===== src/hw/rtl/ptt_mul.sv =====
// ----------------------------------------------------------------------------
// ptt_mul
// Pipelined unsigned multiplier that consumes one digit of b per stage and
// carries a sideband word alongside the product.
// ----------------------------------------------------------------------------
module ptt_mul #(
  parameter int A_W = 32,
  parameter int B_W = 32,
  parameter int D_W = 8,
  parameter int S_W = 1
) (
  input  logic             clk,
  input  logic             rst_n,
  input  logic             in_valid,
  input  logic [A_W-1:0]   in_a,
  input  logic [B_W-1:0]   in_b,
  input  logic [S_W-1:0]   in_side,
  output logic             out_valid,
  output logic [A_W+B_W-1:0] out_prod,
  output logic [S_W-1:0]   out_side
);

  localparam int STAGES = (B_W + D_W - 1) / D_W;
  localparam int P_W    = A_W + B_W;
  localparam int BP_W   = STAGES * D_W;
  localparam int PP_W   = A_W + D_W;

  logic [STAGES-1:0] v_r;
  logic [P_W-1:0]    acc_r  [STAGES];
  logic [A_W-1:0]    a_r    [STAGES];
  logic [BP_W-1:0]   b_r    [STAGES];
  logic [S_W-1:0]    side_r [STAGES];

  for (genvar k = 0; k < STAGES; k++) begin : g_stage
    logic            v_in;
    logic [P_W-1:0]  acc_in;
    logic [A_W-1:0]  a_in;
    logic [BP_W-1:0] b_in;
    logic [S_W-1:0]  side_in;
    logic [PP_W-1:0] pp;
    logic [P_W-1:0]  acc_nxt;

    if (k == 0) begin : g_first
      assign v_in    = in_valid;
      assign acc_in  = '0;
      assign a_in    = in_a;
      assign b_in    = BP_W'(in_b);
      assign side_in = in_side;
    end else begin : g_next
      assign v_in    = v_r[k-1];
      assign acc_in  = acc_r[k-1];
      assign a_in    = a_r[k-1];
      assign b_in    = b_r[k-1];
      assign side_in = side_r[k-1];
    end

    assign pp      = PP_W'(a_in) * PP_W'(b_in[k*D_W +: D_W]);
    assign acc_nxt = acc_in + (P_W'(pp) << (k * D_W));

    always_ff @(posedge clk) begin
      if (!rst_n) begin
        v_r[k] <= 1'b0;
      end else begin
        v_r[k] <= v_in;
      end
    end

    always_ff @(posedge clk) begin
      acc_r[k]  <= acc_nxt;
      side_r[k] <= side_in;
    end

    if (k < STAGES - 1) begin : g_carry
      always_ff @(posedge clk) begin
        a_r[k] <= a_in;
        b_r[k] <= b_in;
      end
    end
  end

  assign out_valid = v_r[STAGES-1];
  assign out_prod  = acc_r[STAGES-1];
  assign out_side  = side_r[STAGES-1];

endmodule


===== config.mk =====
export PLATFORM = sky130hd
export DESIGN_NAME = ptt_mul
export DESIGN_NICKNAME = d
export VERILOG_FILES = /design/src/hw/rtl/ptt_mul.sv
export SDC_FILE = /design/constraint.sdc
export NUM_CORES = 2
export LEC_CHECK = 0
export BUFFER_PORTS_ARGS = -buffer_cell sky130_fd_sc_hd__buf_2
export CAP_MARGIN = 20
export CORE_ASPECT_RATIO = 1.2
export CORE_MARGIN = 2
export CORE_UTILIZATION = 59
export DETAILED_ROUTE_END_ITERATION = 10
export HOLD_SLACK_MARGIN = 0.1
export PLACE_DENSITY = 0.83
export SYNTH_ARGS = -nofsm -noshare
export SYNTH_HDL_FRONTEND = slang
export SYNTH_SLANG_ARGS = --single-unit

===== constraint.sdc =====
create_clock -name clk -period 7.24 [get_ports clk]
set_clock_uncertainty 0.2 [all_clocks]
set_input_delay 1.448 -clock clk [delete_from_list [all_inputs] [get_ports clk]]
set_output_delay 1.448 -clock clk [all_outputs]
set_load 0.05 [all_outputs]

==> results by group <==
Outcome
  – Status: finished, violations left
  – Failing checks: setup timing

Synthesis
  – EDFF count, synth: 0
  – Post-Synth Simple-Gate Area: 18.63%
  – Largest family of logic cells by synthesized area: adder cells
  – Sequential area share after synthesis: 16.44%
  – Ys flop type: dfxtp_1
  – Synth Area in Compound Gates: roughly a tenth
  – Async SR Flop Fraction: 0%
  – Cell Area, Synth: ~44000 um^2
  – Xor and xnor area share after synthesis: between 4 and 5%
  – Syn Inst Count: ~4800
  – Post-Syn Nets: roughly 5900
  – Post-Synth Adder-Cell Area: between 40% and 50%
  – Mux share of post-synthesis cell area: 0.06813%
  – Yosys cell types: 79
  – Synth Warn #: 0
  – Seq cells post-synth: 362
  – Syn Area/Cell: between 9 and 10 um^2

Routing
  – Final ANT Viol Nets: 0
  – Via density: 5.621
  – WL per Instance: 17.99 um
  – DRT Wirelength: about 110000 um
  – Drt drc: 0
  – DR top layer: met5
  – Met2 routed WL: around 57000 um
  – Pre-Repair DR Iteration Count: 8
  – Metal-1 WL: between 40000 and 50000 um
  – Met3 routed WL: approximately 6600 um
  – Starting DRT DRC Count: 1991
  – Vias: 34790

CTS
  – Clk slew on worst S/H paths: roughly 0.06 ns
  – H-tree lvl count: 2
  – Clock Tree Buf Depth: 3
  – CTS Sinks: roughly 360
  – Hold-fix buffers, CTS: 0
  – CTS tree: done
  – Worst-Skew Late Latency: about 0.6 ns
  – Clock root cell: clkbuf_16
  – CTS Buf Count: 39

Setup path
  – Nature of the critical path startpoint: flop
  – Slowest stage delay, CP: 0.56 ns
  – Max Fanout on Critical Path: 7
  – Max stage delay cell, worst path: fa_2
  – Worst setup EP type: flop
  – Crit path kind: reg -> reg
  – R2R setup slack: -0.10 ns
  – WP data required: 7.50 ns
  – Worst path arrival time: 7.60 ns

Timing
  – Slew Viols, Final: 0
  – Min Tclk post-route: about 7.3 ns
  – Final hold slack: about 0.12 ns
  – Final period util: 101.4%
  – Final Setup Violations: 4
  – Setup ws final: -0.1026 ns
  – Hold Violations, Final: 0
  – Setup TNS: -0.2674 ns
  – Rel. slew slack: between 40% and 50%
  – RSZ-0062 raised after global routing: yes
  – Worst-Margin Slew: slightly below 0.8 ns
  – Fmax: approximately 140 MHz

Floorplanning
  – Floorplan row count: between 100 and 150
  – Initial core utilization: about three fifths
  – I/O pin count: ~130
  – Core area: around 74000 um^2
  – Die ar.: a little under 80000 um^2
  – Die Ht: about 300 um
  – Die Width: 253.5 um

Place
  – DP Wirelength: 88630 um
  – Dpl ws: -0.5630 ns
  – Final GP Congestion: approximately 0.97
  – # port buffers: roughly 130

Layout
  – Most frequent cells in the layout: fa_1, inv_1, and2_1, nand2_1, ha_1
  – Share of layout cells above drive strength 1: approximately 14%
  – Commonest non-fill, non-tap cell in the layout: fa_1
  – Layout net count: roughly 6300
  – P&R area growth vs syn: 14.89%
  – Final core occ: 68.63%

GRT
  – Vias in the first global route: about 38000
  – GR Overflow Total: 0
  – Largest net degree at the start of global routing: 33
  – Initial antenna violation count: 2
  – First-pass GRT wire length: 181800 um
  – Tot GR Track Use: between 20% and 30%

Min path
  – Worst Hold Class: reg -> reg

Run
  – # Max-Cap Violations: 0
-- registers in the layout, indices dropped and copies added, names as in the netlist --
register,flops
a_r,96
b_r,48
out_valid,1
acc_r,210
g_stage.v_in,3
side_r,4
-- final timing paths --
check	start	to	depth (start not counted)
setup / recovery	b_r[0][50]	acc_r[2][54]	31
hold / removal	acc_r[2][20]	acc_r[3][20]	0
setup reg to reg	b_r[0][50]	acc_r[2][54]	31
hold reg to reg	acc_r[2][20]	acc_r[3][20]	0
-- routing by layer --
| metal | track usage, % | up-vias |
|---|---|---|
| met1 | 34.93 | 17310 |
| met2 | 54.23 | 1257 |
| li1 | - | 15920 |
| met5 | 0 | - |
| met4 | 12.58 | 2 |
| met3 | 3.088 | 302 |
-- cell usage after synthesis, types with 7 or more instances --
| library cell | instances | area (um^2) |
|---|---|---|
| o211ai_1 | 19 | 142.6 |
| nand3_1 | 41 | 205.2 |
| a2111oi_0 | 8 | 70.07 |
| xor2_1 | 75 | 656.9 |
| or3_1 | 8 | 50.05 |
| nor4_1 | 11 | 68.82 |
| ha_1 | 354 | 4429 |
| nand2_1 | 485 | 1821 |
| nor3b_1 | 8 | 60.06 |
| o31ai_1 | 13 | 97.59 |
| a211oi_1 | 29 | 217.7 |
| nand2b_1 | 22 | 137.6 |
| a21o_1 | 111 | 833.3 |
| nor2_1 | 151 | 566.8 |
| o21ai_0 | 110 | 550.5 |
| nand4_1 | 33 | 206.5 |
| a221oi_1 | 7 | 61.31 |
| and4_1 | 8 | 70.07 |
| and3_1 | 20 | 125.1 |
| nor2b_1 | 27 | 168.9 |
| a211o_1 | 8 | 70.07 |
| dfxtp_1 | 362 | 7247 |
| or2_2 | 12 | 75.07 |
| a21oi_1 | 215 | 1076 |
| a31oi_1 | 24 | 150.1 |
| fa_1 | 723 | 14470 |
| o21a_1 | 42 | 315.3 |
| and2_1 | 687 | 4298 |
| o21bai_1 | 37 | 277.8 |
| or4_1 | 7 | 52.55 |
| nor3_1 | 34 | 170.2 |
| clkbuf_1 | 120 | 450.4 |
| xnor2_1 | 154 | 1349 |
| inv_1 | 690 | 2590 |
-- kinds of logic (layout without fill, tap and decap cells) --
family | after synthesis | count (layout)
buf+inv | 816 | 1248
fa+ha+maj | 1077 | 1077
compound gates | 703 | 703
simple gates | 1567 | 1567
mux | 3 | 3
flops | 362 | 362
xor+xnor | 229 | 229
other cells | 0 | 1
-- critical path, delay by kind of cell (launching register included) --
family / cells / cell delay (ns)
fa+ha+maj: 6 / 2.49
compound gates: 13 / 2.34
simple gates: 5 / 0.85
buf+inv: 5 / 0.59
flops: 1 / 0.40
xor+xnor: 2 / 0.31
-- area by class of cell --
type | instances | area, um^2
clock inverters | 18 | 347.8
repair buffers | 489 | 3553
fillers | 5486 | 23150
well taps | 999 | 1250
clock buffers | 51 | 1061
inverters | 690 | 2590
diodes | 1 | 2.502
flip-flops and latches | 362 | 7298
multi-input cells | 3579 | 34530
-- timing repair --
item,4_1_cts,5_1_grt
cloned,0,0
setup endpoints to repair,26,42
resized for setup,67,171
pin swaps,31,76
buffers inserted,22,37
-- through the flow --
| stage | cell area (um^2) | cells |
|---|---|---|
| 2_1_floorplan | 44070 | 4757 |
| 3_3_place_gp | 48010 | 6075 |
| 3_5_place_dp | 48010 | 6075 |
| 4_1_cts | 49840 | 6166 |
| 5_1_grt | 50630 | 6189 |
| 6_report | 50630 | 6189 |
Power is not shown: default switching activity piles up to over one toggle a cycle in this logic, so the estimate is an artifact.
